**src/design/cbm_pkg.sv**
```systemverilog
package cbm_pkg;

  localparam logic [2:0] REQ_PRG_RD = 3'd0;
  localparam logic [2:0] REQ_PRG_WR = 3'd1;
  localparam logic [2:0] REQ_CHR_RD = 3'd2;
  localparam logic [2:0] REQ_CHR_WR = 3'd3;
  localparam logic [2:0] REQ_REINIT = 3'd4;

  localparam logic [1:0] TGT_NONE    = 2'd0;
  localparam logic [1:0] TGT_PRG_ROM = 2'd1;
  localparam logic [1:0] TGT_CHR_ROM = 2'd2;
  localparam logic [1:0] TGT_CHR_RAM = 2'd3;

  localparam logic [7:0] MAP_SERIAL = 8'd1;
  localparam logic [7:0] MAP_PRG16  = 8'd2;
  localparam logic [7:0] MAP_CHR8   = 8'd3;
  localparam logic [7:0] MAP_PRG32  = 8'd7;

  localparam logic [1:0] CFG_MAPPER     = 2'd0;
  localparam logic [1:0] CFG_PRG_CHUNKS = 2'd1;
  localparam logic [1:0] CFG_CHR_CHUNKS = 2'd2;

  localparam logic [1:0] SER_CONTROL  = 2'd0;
  localparam logic [1:0] SER_CHR_LOW  = 2'd1;
  localparam logic [1:0] SER_CHR_HIGH = 2'd2;
  localparam logic [1:0] SER_PRG_BANK = 2'd3;

  localparam logic [4:0] CONTROL_RESET = 5'h0C;
  localparam logic [2:0] SERIAL_LAST   = 3'd4;

  localparam int MOD_NUM_BITS = 9;
  localparam int MOD_DEN_BITS = 8;
  localparam int MOD_CNT_BITS = $clog2(MOD_NUM_BITS + 1);
  localparam int OFFS_WIDTH   = 22;

  typedef struct packed {
    logic [2:0]  req_type;
    logic [15:0] bus_address;
    logic [7:0]  bus_data;
  } in_item_t;

  typedef struct packed {
    logic [1:0]            target;
    logic [OFFS_WIDTH-1:0] mem_offset;
    logic                  write_enable;
    logic [7:0]            write_byte;
  } out_item_t;

  typedef struct packed {
    logic       we;
    logic [1:0] index;
    logic [7:0] value;
  } cfg_write_t;

  typedef struct packed {
    logic [1:0]              target;
    logic [MOD_NUM_BITS-1:0] num;
    logic [MOD_DEN_BITS-1:0] den;
    logic [13:0]             low;
    logic [12:0]             ram_offset;
    logic                    write_enable;
    logic [7:0]              write_byte;
  } plan_t;

  typedef struct packed {
    logic                    busy;
    logic [MOD_DEN_BITS-1:0] rem;
  } mod_res_t;

  typedef enum logic [1:0] {
    ST_IDLE,
    ST_START,
    ST_RUN,
    ST_FINISH
  } state_t;

endpackage

```
**src/design/cbm_mod_unit.sv**
```systemverilog
module cbm_mod_unit (
  input  logic                             clk,
  input  logic                             rst,
  input  logic                             start,
  input  logic [cbm_pkg::MOD_NUM_BITS-1:0] num,
  input  logic [cbm_pkg::MOD_DEN_BITS-1:0] den,
  output cbm_pkg::mod_res_t                res
);
  import cbm_pkg::*;

  logic [MOD_CNT_BITS-1:0] count;
  logic [MOD_NUM_BITS-1:0] num_sr;
  logic [MOD_DEN_BITS-1:0] rem;
  logic [MOD_DEN_BITS-1:0] den_q;
  logic [MOD_DEN_BITS:0]   trial;
  logic [MOD_DEN_BITS:0]   diff;
  logic                    fits;

  // one restoring step per cycle, msb first
  assign trial = {rem, num_sr[MOD_NUM_BITS-1]};
  assign diff  = trial - {1'b0, den_q};
  assign fits  = trial >= {1'b0, den_q};

  always_ff @(posedge clk) begin
    if (rst) begin
      count <= '0;
    end else if (start) begin
      count <= MOD_CNT_BITS'(MOD_NUM_BITS);
    end else if (count != '0) begin
      count <= count - MOD_CNT_BITS'(1);
    end
  end

  always_ff @(posedge clk) begin
    if (start) begin
      num_sr <= num;
      rem    <= '0;
      den_q  <= den;
    end else if (count != '0) begin
      num_sr <= {num_sr[MOD_NUM_BITS-2:0], 1'b0};
      rem    <= fits ? diff[MOD_DEN_BITS-1:0] : trial[MOD_DEN_BITS-1:0];
    end
  end

  assign res.busy = count != '0;
  assign res.rem  = rem;

endmodule

```
**src/design/cbm_bank_regs.sv**
```systemverilog
module cbm_bank_regs (
  input  logic                clk,
  input  logic                rst,
  input  cbm_pkg::cfg_write_t cfg,
  input  cbm_pkg::in_item_t   item,
  input  logic                commit,
  output cbm_pkg::plan_t      plan
);
  import cbm_pkg::*;

  logic [7:0] mapper_select;
  logic [7:0] prg_chunks;
  logic [7:0] chr_chunks;

  logic [4:0] serial_shift;
  logic [2:0] serial_count;
  logic [4:0] control_reg;
  logic [3:0] prg_bank_serial;
  logic [4:0] chr_bank_low;
  logic [4:0] chr_bank_high;
  logic [3:0] prg_bank_simple;
  logic [1:0] chr_bank_simple;
  logic [7:0] prg_bank_32k;

  logic [15:0] addr;
  logic [7:0]  data;
  logic [7:0]  prg_last;
  logic [4:0]  shift_next;
  logic        chr_window;

  assign addr       = item.bus_address;
  assign data       = item.bus_data;
  assign prg_last   = prg_chunks - 8'd1;
  assign shift_next = {data[0], serial_shift[4:1]};
  assign chr_window = addr[15:13] == 3'd0;

  always_ff @(posedge clk) begin
    if (rst) begin
      mapper_select <= '0;
      prg_chunks    <= 8'd2;
      chr_chunks    <= 8'd1;
    end else if (cfg.we) begin
      unique case (cfg.index)
        CFG_MAPPER:     mapper_select <= cfg.value;
        CFG_PRG_CHUNKS: prg_chunks    <= cfg.value;
        CFG_CHR_CHUNKS: chr_chunks    <= cfg.value;
        default: ;
      endcase
    end
  end

  always_ff @(posedge clk) begin
    if (rst) begin
      serial_shift    <= '0;
      serial_count    <= '0;
      control_reg     <= CONTROL_RESET;
      prg_bank_serial <= '0;
      chr_bank_low    <= '0;
      chr_bank_high   <= '0;
      prg_bank_simple <= '0;
      chr_bank_simple <= '0;
      prg_bank_32k    <= '0;
    end else if (commit) begin
      if (item.req_type == REQ_REINIT) begin
        serial_shift    <= '0;
        serial_count    <= '0;
        control_reg     <= CONTROL_RESET;
        prg_bank_serial <= '0;
        chr_bank_low    <= '0;
        chr_bank_high   <= '0;
        prg_bank_simple <= '0;
        chr_bank_simple <= '0;
        prg_bank_32k    <= {1'b0, prg_chunks[7:1]} - 8'd1;
      end else if (item.req_type == REQ_PRG_WR) begin
        unique case (mapper_select)
          MAP_SERIAL: begin
            if (addr[15]) begin
              if (data[7]) begin
                serial_shift <= '0;
                serial_count <= '0;
                control_reg  <= control_reg | CONTROL_RESET;
              end else if (serial_count == SERIAL_LAST) begin
                serial_shift <= '0;
                serial_count <= '0;
                unique case (addr[14:13])
                  SER_CONTROL:  control_reg     <= shift_next;
                  SER_CHR_LOW:  chr_bank_low    <= shift_next;
                  SER_CHR_HIGH: chr_bank_high   <= shift_next;
                  SER_PRG_BANK: prg_bank_serial <= shift_next[3:0];
                  default: ;
                endcase
              end else begin
                serial_shift <= shift_next;
                serial_count <= serial_count + 3'd1;
              end
            end
          end
          MAP_PRG16: prg_bank_simple <= data[3:0];
          MAP_CHR8:  chr_bank_simple <= data[1:0];
          MAP_PRG32: prg_bank_32k    <= {5'd0, data[2:0]};
          default: ;
        endcase
      end
    end
  end

  // bank number above the window goes through the modulo unit
  always_comb begin
    plan = '0;
    plan.ram_offset = addr[12:0];
    priority if (item.req_type == REQ_PRG_RD) begin
      plan.den = prg_chunks;
      plan.low = addr[13:0];
      if (prg_chunks != 8'd0) begin
        plan.target = TGT_PRG_ROM;
      end
      unique case (mapper_select)
        MAP_SERIAL: begin
          if (!control_reg[3]) begin
            plan.num = {5'd0, prg_bank_serial[3:1], addr[14]};
          end else if (!addr[14]) begin
            plan.num = control_reg[2] ? {5'd0, prg_bank_serial} : '0;
          end else begin
            plan.num = control_reg[2] ? {1'b0, prg_last} : {5'd0, prg_bank_serial};
          end
        end
        MAP_PRG16: plan.num = addr[14] ? {1'b0, prg_last} : {5'd0, prg_bank_simple};
        MAP_PRG32: plan.num = {prg_bank_32k, addr[14]};
        default:   plan.num = (prg_chunks <= 8'd1) ? '0 : {8'd0, addr[14]};
      endcase
    end else if (item.req_type == REQ_CHR_RD || item.req_type == REQ_CHR_WR) begin
      plan.den = chr_chunks;
      plan.low = {1'b0, addr[12:0]};
      if (chr_window) begin
        if (chr_chunks == 8'd0) begin
          plan.target = TGT_CHR_RAM;
          if (item.req_type == REQ_CHR_WR) begin
            plan.write_enable = 1'b1;
            plan.write_byte   = data;
          end
        end else if (item.req_type == REQ_CHR_RD) begin
          plan.target = TGT_CHR_ROM;
        end
      end
      unique case (mapper_select)
        MAP_SERIAL: begin
          if (!control_reg[4]) begin
            plan.num = {5'd0, chr_bank_low[4:1]};
          end else if (!addr[12]) begin
            plan.num = {5'd0, chr_bank_low[4:1]};
            plan.low = {1'b0, chr_bank_low[0], addr[11:0]};
          end else begin
            plan.num = {5'd0, chr_bank_high[4:1]};
            plan.low = {1'b0, chr_bank_high[0], addr[11:0]};
          end
        end
        MAP_CHR8: plan.num = {7'd0, chr_bank_simple};
        default:  plan.num = '0;
      endcase
    end else begin
      plan.den = 8'd1;
    end
  end

endmodule

```
**src/design/cartridge_bank_mapper.sv**
```systemverilog
// Cartridge bank mapper. Each bus word (program or pattern read/write, or a
// re-initialise) returns one result word naming the target memory and the
// translated byte offset, reduced modulo the fitted ROM size, plus the
// pattern-RAM write enable and byte. Program writes update the bank
// registers, including the five-write serial loader. An item passes from
// acceptance through a start step that starts the modulo, one single-bit
// step per numerator bit in the shared restoring remainder unit, a step to
// see the unit finish and a commit step. The block takes one item at a
// time: the next word is taken only in the idle step after the commit.
// A finished result waits in the output register while the next item is
// already accepted; if it is still waiting when the next item is ready to
// commit, that item holds in its commit step. Configuration is taken in any
// cycle and must be written only while idle.
module cartridge_bank_mapper #(
  parameter int OFFSET_BITS = 22
) (
  input  logic               clk,
  input  logic               rst,
  input  logic               in_valid,
  output logic               in_ready,
  input  cbm_pkg::in_item_t  in_data,
  output logic               out_valid,
  input  logic               out_ready,
  output cbm_pkg::out_item_t out_data,
  input  logic               cfg_valid,
  output logic               cfg_ready,
  input  logic [1:0]         cfg_index,
  input  logic [7:0]         cfg_data
);
  import cbm_pkg::*;

  localparam int MaskBits = (OFFSET_BITS < OFFS_WIDTH) ? OFFSET_BITS : OFFS_WIDTH;
  localparam logic [OFFS_WIDTH-1:0] OffsMask =
    OFFS_WIDTH'((64'd1 << MaskBits) - 64'd1);

  state_t     state;
  state_t     state_next;
  in_item_t   item;
  plan_t      plan;
  mod_res_t   mod_res;
  cfg_write_t cfg;
  logic       mod_start;
  logic       commit;
  logic       out_load;
  logic [OFFS_WIDTH-1:0] offs_raw;

  assign cfg_ready = 1'b1;
  assign cfg.we    = cfg_valid;
  assign cfg.index = cfg_index;
  assign cfg.value = cfg_data;

  cbm_bank_regs u_regs (
    .clk    (clk),
    .rst    (rst),
    .cfg    (cfg),
    .item   (item),
    .commit (commit),
    .plan   (plan)
  );

  cbm_mod_unit u_mod (
    .clk   (clk),
    .rst   (rst),
    .start (mod_start),
    .num   (plan.num),
    .den   (plan.den),
    .res   (mod_res)
  );

  always_ff @(posedge clk) begin
    if (rst) begin
      state <= ST_IDLE;
    end else begin
      state <= state_next;
    end
  end

  always_comb begin
    state_next = state;
    unique case (state)
      ST_IDLE:   if (in_valid) state_next = ST_START;
      ST_START:  state_next = ST_RUN;
      ST_RUN:    if (!mod_res.busy) state_next = ST_FINISH;
      ST_FINISH: if (!out_valid || out_ready) state_next = ST_IDLE;
      default:   state_next = ST_IDLE;
    endcase
  end

  always_comb begin
    in_ready  = 1'b0;
    mod_start = 1'b0;
    commit    = 1'b0;
    out_load  = 1'b0;
    unique case (state)
      ST_IDLE:  in_ready = 1'b1;
      ST_START: mod_start = 1'b1;
      ST_RUN: ;
      ST_FINISH: begin
        commit   = !out_valid || out_ready;
        out_load = !out_valid || out_ready;
      end
      default: ;
    endcase
  end

  always_ff @(posedge clk) begin
    if (in_valid && in_ready) begin
      item <= in_data;
    end
  end

  always_comb begin
    unique case (plan.target)
      TGT_PRG_ROM: offs_raw = {mod_res.rem, plan.low};
      TGT_CHR_ROM: offs_raw = {1'b0, mod_res.rem, plan.low[12:0]};
      TGT_CHR_RAM: offs_raw = {9'd0, plan.ram_offset};
      default:     offs_raw = '0;
    endcase
  end

  always_ff @(posedge clk) begin
    if (rst) begin
      out_valid <= 1'b0;
    end else if (out_load) begin
      out_valid <= 1'b1;
    end else if (out_ready) begin
      out_valid <= 1'b0;
    end
  end

  always_ff @(posedge clk) begin
    if (out_load) begin
      out_data.target       <= plan.target;
      out_data.mem_offset   <= offs_raw & OffsMask;
      out_data.write_enable <= plan.write_enable;
      out_data.write_byte   <= plan.write_byte;
    end
  end

  a_out_from_finish: assert property (@(posedge clk) disable iff (rst)
    $rose(out_valid) |-> $past(state) == ST_FINISH)
    else $error("result word appeared outside the finish step");

  a_we_only_ram: assert property (@(posedge clk) disable iff (rst)
    out_valid && out_data.write_enable |-> out_data.target == TGT_CHR_RAM)
    else $error("write enable without pattern RAM target");

  a_none_is_zero: assert property (@(posedge clk) disable iff (rst)
    out_valid && out_data.target == TGT_NONE |->
      out_data.mem_offset == '0 && out_data.write_byte == '0)
    else $error("target none carries a nonzero offset or byte");

  a_idle_unit_quiet: assert property (@(posedge clk) disable iff (rst)
    state == ST_IDLE |-> !mod_res.busy)
    else $error("modulo unit busy while idle");

endmodule

```
**config.mk**
```make
export PLATFORM = sky130hd
export DESIGN_NAME = cartridge_bank_mapper
export DESIGN_NICKNAME = d
export VERILOG_FILES = /design/src/design/cbm_pkg.sv /design/src/design/cbm_mod_unit.sv /design/src/design/cbm_bank_regs.sv /design/src/design/cartridge_bank_mapper.sv
export SDC_FILE = /design/constraint.sdc
export NUM_CORES = 1
export LEC_CHECK = 0
export ABC_AREA = 1
export BUFFER_PORTS_ARGS = -buffer_cell sky130_fd_sc_hd__buf_4
export CORE_MARGIN = 2
export CORE_UTILIZATION = 50
export CTS_CLUSTER_DIAMETER = 50
export DETAILED_ROUTE_END_ITERATION = 8
export PLACE_DENSITY = 0.67
export REMOVE_ABC_BUFFERS = 1
export SLEW_MARGIN = 20
export SYNTH_ARGS = -nofsm -noshare
export SYNTH_HDL_FRONTEND = slang
export SYNTH_SLANG_ARGS = --single-unit
```
**constraint.sdc**
```tcl
create_clock -name clk -period 2.93 [get_ports clk]
set_clock_uncertainty 0.05 [all_clocks]
set_input_delay 0 -clock clk [delete_from_list [all_inputs] [get_ports clk]]
set_output_delay 0 -clock clk [all_outputs]
set_load 0.01 [all_outputs]
```
### Yosys cells after proc, flatten, opt, wreduce, memory -nomap -nowiden

Cells that the tools add are included.

| storage, ports and cells | value |
|---|---|
| word-level logic and storage cells | 191 |
| input bits | 42 |
| flip-flop bits (word level) | 157 |
| output and inout bits | 36 |

| operators by class | value |
|---|---|
| bitwise logic cells | 4 |
| magnitude comparators | 2 |
| reductions and logical operators | 43 |
| mux-type cells | 86 |
| eq/ne operators | 24 |
| add/subtract/negate cells | 5 |

Operators by type and width:

| kind | number |
|---|---|
| two-way mux 5 bit | 27 |
| case mux 22 bit (3 select lines) | 1 |
| two-way mux 4 bit | 14 |
| two-way mux 8 bit | 7 |
| two-way mux 9 bit | 6 |
| two-way mux 14 bit | 3 |
| two-way mux 33 bit | 1 |
| AND reduction 7 bit | 4 |
| case mux 9 bit (3 select lines) | 1 |
| nonzero test 2 bit | 13 |
| two-way mux 2 bit | 9 |
| two-way mux 3 bit | 6 |
| case mux 9 bit (2 select lines) | 1 |
| equality test 8 x 2 -> 1 bit (second input constant) | 2 |
| equality test 2 bit (second input constant) | 7 |
| two-way mux 13 bit | 1 |
| AND reduction 3 bit | 4 |
| two-way mux 11 bit | 1 |
| >= comparator 9 x 8 -> 1 bit | 1 |
| equality test 2 x 1 -> 1 bit (second input constant) | 4 |
| equality test 8 x 1 -> 1 bit (second input constant) | 1 |
| equality test 8 x 3 -> 1 bit (second input constant) | 1 |
| <= comparator 8 x 1 -> 1 bit (second input constant) | 1 |
| logical NOT 8 bit | 1 |
| other kinds (27) | 47 |

### Longest topological paths before layout

| logic depth | value |
|---|---|
| depth in word-level cells | 8 |
| depth in mapped cells | 14 |

### By module

From an unflattened synthesis, not the netlist that was laid out.

| second synthesis, totals | value |
|---|---|
| cells, all modules | 1,013 |
| area total of the unflattened synthesis | 8,030.2 µm² |

Modules (own cells, without submodules):

| module | area each (µm²) | cells each | times used |
|---|---|---|---|
| cbm_bank_regs | 3,901.2 | 635 | 1 |
| cartridge_bank_mapper | 2,404.8 | 164 | 1 |
| cbm_mod_unit | 1,724.2 | 214 | 1 |

### Worst setup path before layout

OpenSTA, ideal clock, no wires.

| timing | value |
|---|---|
| path kind | reg-to-reg |
| from | reg state[0] |
| to | reg u_regs.prg_bank_32k[7] |
| arrival time | 1.961 ns |
| stages on the path, launching flop included | 10 |
| slack | 0.849 ns |
| path buffers | 0 |
| library setup time | 0.071 ns |
| clock period less this slack | 2.081 ns |
| cells stage by stage | dfxtp_1 > ha_1 > nand2_1 > inv_1 > nand2_1 > inv_1 > nand2_4 > nor2_4 > nand3_1 > a21oi_1 |

| between the ends | value |
|---|---|
| cells in the longest elaborated chain, start to end | 3 |

Ends and longest elaborated chain:

| what | RTL line | source |
|---|---|---|
| from (decl) | cartridge_bank_mapper.sv:36 | `state_t state;` |
| from (signal assigned) | cartridge_bank_mapper.sv:74 | `state <= state_next;` |
| equality test 2 bit | cartridge_bank_mapper.sv:94 | `unique case (state)` |
| two-way mux 1 bit | cartridge_bank_mapper.sv:94 |  |
| named net commit | cartridge_bank_mapper.sv:43 | `logic commit;` |
| AND reduction 3 bit (no source line) | n/a |  |
| to (signal assigned) | cbm_bank_regs.sv:73 | `prg_bank_32k <= {1'b0, prg_chunks[7:1]} - 8'd1;` |
| to (signal assigned) | cbm_bank_regs.sv:100 | `MAP_PRG32: prg_bank_32k <= {5'd0, data[2:0]};` |
| to (decl) | cbm_bank_regs.sv:23 | `logic [7:0] prg_bank_32k;` |

The timed path passes the listed nets, and every way through them passes these cells.
A chain may end at the register's enable or synchronous reset.

### Final worst setup path

| timing | value |
|---|---|
| from | reg, netlist name item[25] |
| to | reg u_regs.control_reg[2] |

| between the ends | value |
|---|---|
| cells in the longest elaborated chain, start to end | 3 |

Ends and longest elaborated chain:

| what | RTL line | source |
|---|---|---|
| equality test 3 bit or equality test 3 x 1 -> 1 bit (tied branches) | cbm_bank_regs.sv:64, cbm_bank_regs.sv:74 |  |
| nonzero test 3 bit (no source line) or nonzero test 2 bit (tied branches) | n/a |  |
| AND reduction 6 bit (no source line) | n/a |  |
| to (signal assigned) | cbm_bank_regs.sv:81 | `control_reg <= control_reg \| CONTROL_RESET;` |
| to (signal assigned) | cbm_bank_regs.sv:86 | `SER_CONTROL: control_reg <= shift_next;` |
| to (decl) | cbm_bank_regs.sv:17 | `logic [4:0] control_reg;` |

Parallel ways exist; a longest one is shown, timed or not.

==> impl_metrics.csv <==
group,metric,value,unit
grt,grt_max_degree,34,
timing,rsz0062_at_grt,"no",
timing,finalCritPeriodShare,75.1,%
worst_setup_path,worstSetupEndpointType,"flip-flop",
power_and_ir_drop,p_seq_share,39.0,%
layout,areaGrowthSynthToFinish,24.4,%
timing,slew_violations,0,
logic_synthesis,synth_area,7460,µm²
grt,grt.total_usage,22.9,%
placement,hpwlAfterDp,12.4,mm
logic_synthesis,synth_area_per_cell,8.21,µm²
die,core_area,14500,µm²
worst_setup_path,cp-start-kind,"flip-flop",
clock_network,htree_num_levels,4,
grt,antenna_found_initial,0,
power_and_ir_drop,switching_share,33.8,%
grt,grt_pass1_vias,5908,
clock_network,post_cts_buffers,0,
layout,layout_commonest_cell,"nand2_1",
worst_setup_path,crit_path_max_fanout,20,
timing,max_freq,0.455,GHz
timing,hold_viol_final,0,
grt,grt_pass1_wl,28.8,mm
die,start_util,51.3,%
layout,n_antenna_cell,0,
timing,worstMarginPinSlew,0.668,ns
layout,layout-drive-gt1-share,13.8,%
die,die_w,126,µm
layout,stdcell_count,1231,
timing,maxSlewHeadroom,55.5,%
drt,firstDrtPassIters,5,
logic_synthesis,ys_ff_latch,154,
worst_setup_path,required,3.19,ns
die,die_y,126,µm
outcome,run_status,"complete, no violations",
drt,num_vias,6266,
power_and_ir_drop,p_leak,4.15,nW
drt,drt_wl_total,17.7,mm
die,die_area,15900,µm²
placement,dp_cells,1155,
timing,setup-tns-final,0,ns
hold_path,hp-class,"primary input to flip-flop",
drt,drc,0,
worst_setup_path,cp.arrival,2.46,ns
layout,largest_reg_flops,33,
drt,drt.antenna.violating_nets,0,
clock_network,clk_path_buf_depth,2,
clock_network,cts-buffers-inserted,17,
clock_network,insertion_delay,0.43,ns
clock_network,cts_tree,"yes",
power_and_ir_drop,vdd.ir_drop.worst,0.671,mV
power_and_ir_drop,power_density,801,nW/µm²
timing,min_period,2.20,ns
clock_network,root_buffer,"clkbuf_16",
layout,layout_common_cells,"nand2_1 (206), inv_1 (140), nor2_1 (104)",
power_and_ir_drop,p_int,4.91,mW
logic_synthesis,synth-warning-count,0,
run,cap_violations,0,
clock_network,postCtsHoldBufs,44,
die,rows,44,
drt,viasPerCell,5.09,
clock_network,post_cts_resize_count,0,
timing,finalSetupViolations,0,
worst_setup_path,crit_chain,"inv_2, nand3_2, inv_2, o21ai_4, nor2_4, nand2_1, nand2_1, nand3_1",
placement,port_buffers,76,
layout,largestRegisters,"out_data: 33 flops, item: 27 flops, u_mod.num_sr: 9 flops",
logic_synthesis,synth_cell_type_count,43,
clock_network,clkSinkCount,154,
grt,grt_overflow,0,
worst_setup_path,criticalPathCategory,"flip-flop to flip-flop",
power_and_ir_drop,power_switching,2.51,mW
worst_setup_path,slowest_delay,0.45,ns
power_and_ir_drop,combPwrFrac,29.1,%
drt,dr.first_iter.drc_count,472,
worst_setup_path,critPathBufInv,2,
logic_synthesis,yosysSeqAreaShare,51.7,%
power_and_ir_drop,clockPowerShare,31.9,%
die,pin_count,78,
logic_synthesis,syn_inst,909,
layout,final_nets,1096,
layout,largest-register,"out_data",
worst_setup_path,path_delay_family,"simple AND/OR/NAND/NOR gates",
worst_setup_path,cp_slowest_cell,"edfxtp_1",
clock_network,clkTransAtPathRegs,0.06,ns
placement,routabilityCongestion,0.892,
drt,wl_per_cell,14.3,µm
==> stage by stage <==
stage / area [µm²] / worst slack (ns) / power [mW] / hold slack (ns) / utilization [%]
2_1_floorplan: 7360 / 0.841 / 4.43 / 0.0124 / -
3_3_place_gp: 8200 / 0.806 / 5.00 / 0.128 / 56.4
3_5_place_dp: 8200 / 0.777 / 5.05 / 0.129 / 56.4
4_1_cts: 9280 / 0.751 / 7.46 / 0.0442 / 63.8
5_1_grt: 9280 / 0.516 / 7.93 / 0.0870 / 63.8
6_report: 9280 / 0.730 / 7.43 / 0.0419 / 63.8
==> Yosys cell counts <==
master    number  area share (%)
a211oi_1       3            0.30
a21boi_0       1            0.10
a21oi_1       46             3.1
a21oi_2        2            0.23
a21oi_4        1            0.22
a31oi_1        2            0.17
a32o_1         1            0.13
buf_1          1           0.050
buf_2          1           0.067
buf_4          1            0.10
buf_6          3            0.45
clkbuf_1      13            0.65
clkinv_1       1           0.050
conb_1         1           0.050
dfxtp_1       77              21
edfxtp_1      77              31
fa_1           1            0.27
ha_1          19             3.2
inv_1        140             7.0
inv_2          4            0.20
nand2_1      206              10
nand2_2        7            0.59
nand2_4        1            0.15
nand3_1       50             3.4
nand3_2        2            0.27
nand4_1       16             1.3
nor2_1       104             5.2
nor2_2         3            0.25
nor2_4         4            0.60
nor3_1        11            0.74
nor3_2         3            0.40
nor4_1         1           0.084
o211ai_1       2            0.20
o21a_1         1            0.10
o21ai_0       66             4.4
o21ai_1        1           0.067
o21ai_2        2            0.23
o21ai_4        2            0.44
o22ai_1       16             1.3
o31ai_1        2            0.20
or2_2          2            0.17
xnor2_1        3            0.35
xor2_1         9             1.1
==> metal layers <==
metal | vias up | track usage (%) | routed length, µm
li1 | 3219 | - | -
met1 | 2887 | 30.8 | 8220
met2 | 139 | 37.4 | 8380
met3 | 21 | 4.59 | 758
met4 | 0 | 7.11 | 306
met5 | - | 0 | 0
==> power by group through the flow <==
stage | sequential [mW] | clock [mW] | combinational [mW]
3_3_place_gp | 2.94 | 0 | 2.06
3_5_place_dp | 2.94 | 0 | 2.10
5_1_grt | 2.94 | 2.50 | 2.49
6_report | 2.90 | 2.37 | 2.16
2_1_floorplan | 2.90 | 0 | 1.53
4_1_cts | 2.90 | 2.40 | 2.16
==> worst register-to-register path: stages (launching register included) <==
cell,delay (ns)
edfxtp_1,0.45
inv_2,0.12
nand3_2,0.40
inv_2,0.37
o21ai_4,0.15
nor2_4,0.29
nand2_1,0.12
nand2_1,0.07
nand3_1,0.06
==> path summary, 6_finish.rpt <==
check                     startpoint  depth (start not counted)                       to  slack [ns]
max                         item[25]                          8    u_regs.control_reg[2]        0.73
min                         in_valid                          5                 state[0]        0.04
max reg2reg                 item[25]                          8    u_regs.control_reg[2]        0.73
min reg2reg  u_regs.mapper_select[4]                          2  u_regs.mapper_select[4]        0.41
==> cells by family after synthesis <==
logic type,Yosys count,synth area share (%)
AOI/OAI and AO/OA,148,11.3
other,1,0.0503
DFF,154,51.7
xor gates and xnor gates,12,1.41
and+or+nand+nor,410,23.5
buffers and inverters,164,8.62
adders and majority gates,20,3.46
==> final cells by class <==
cell class,instances,area [µm²]
fill,1255,5260
tap,184,230
sequential,154,3850
inverter,145,544
clock inverter,15,211
multi-input combinational,591,2960
timing repair buffer,125,1050
clock buffer,17,425
No activity file was read; power rests on OpenSTA's default activity.
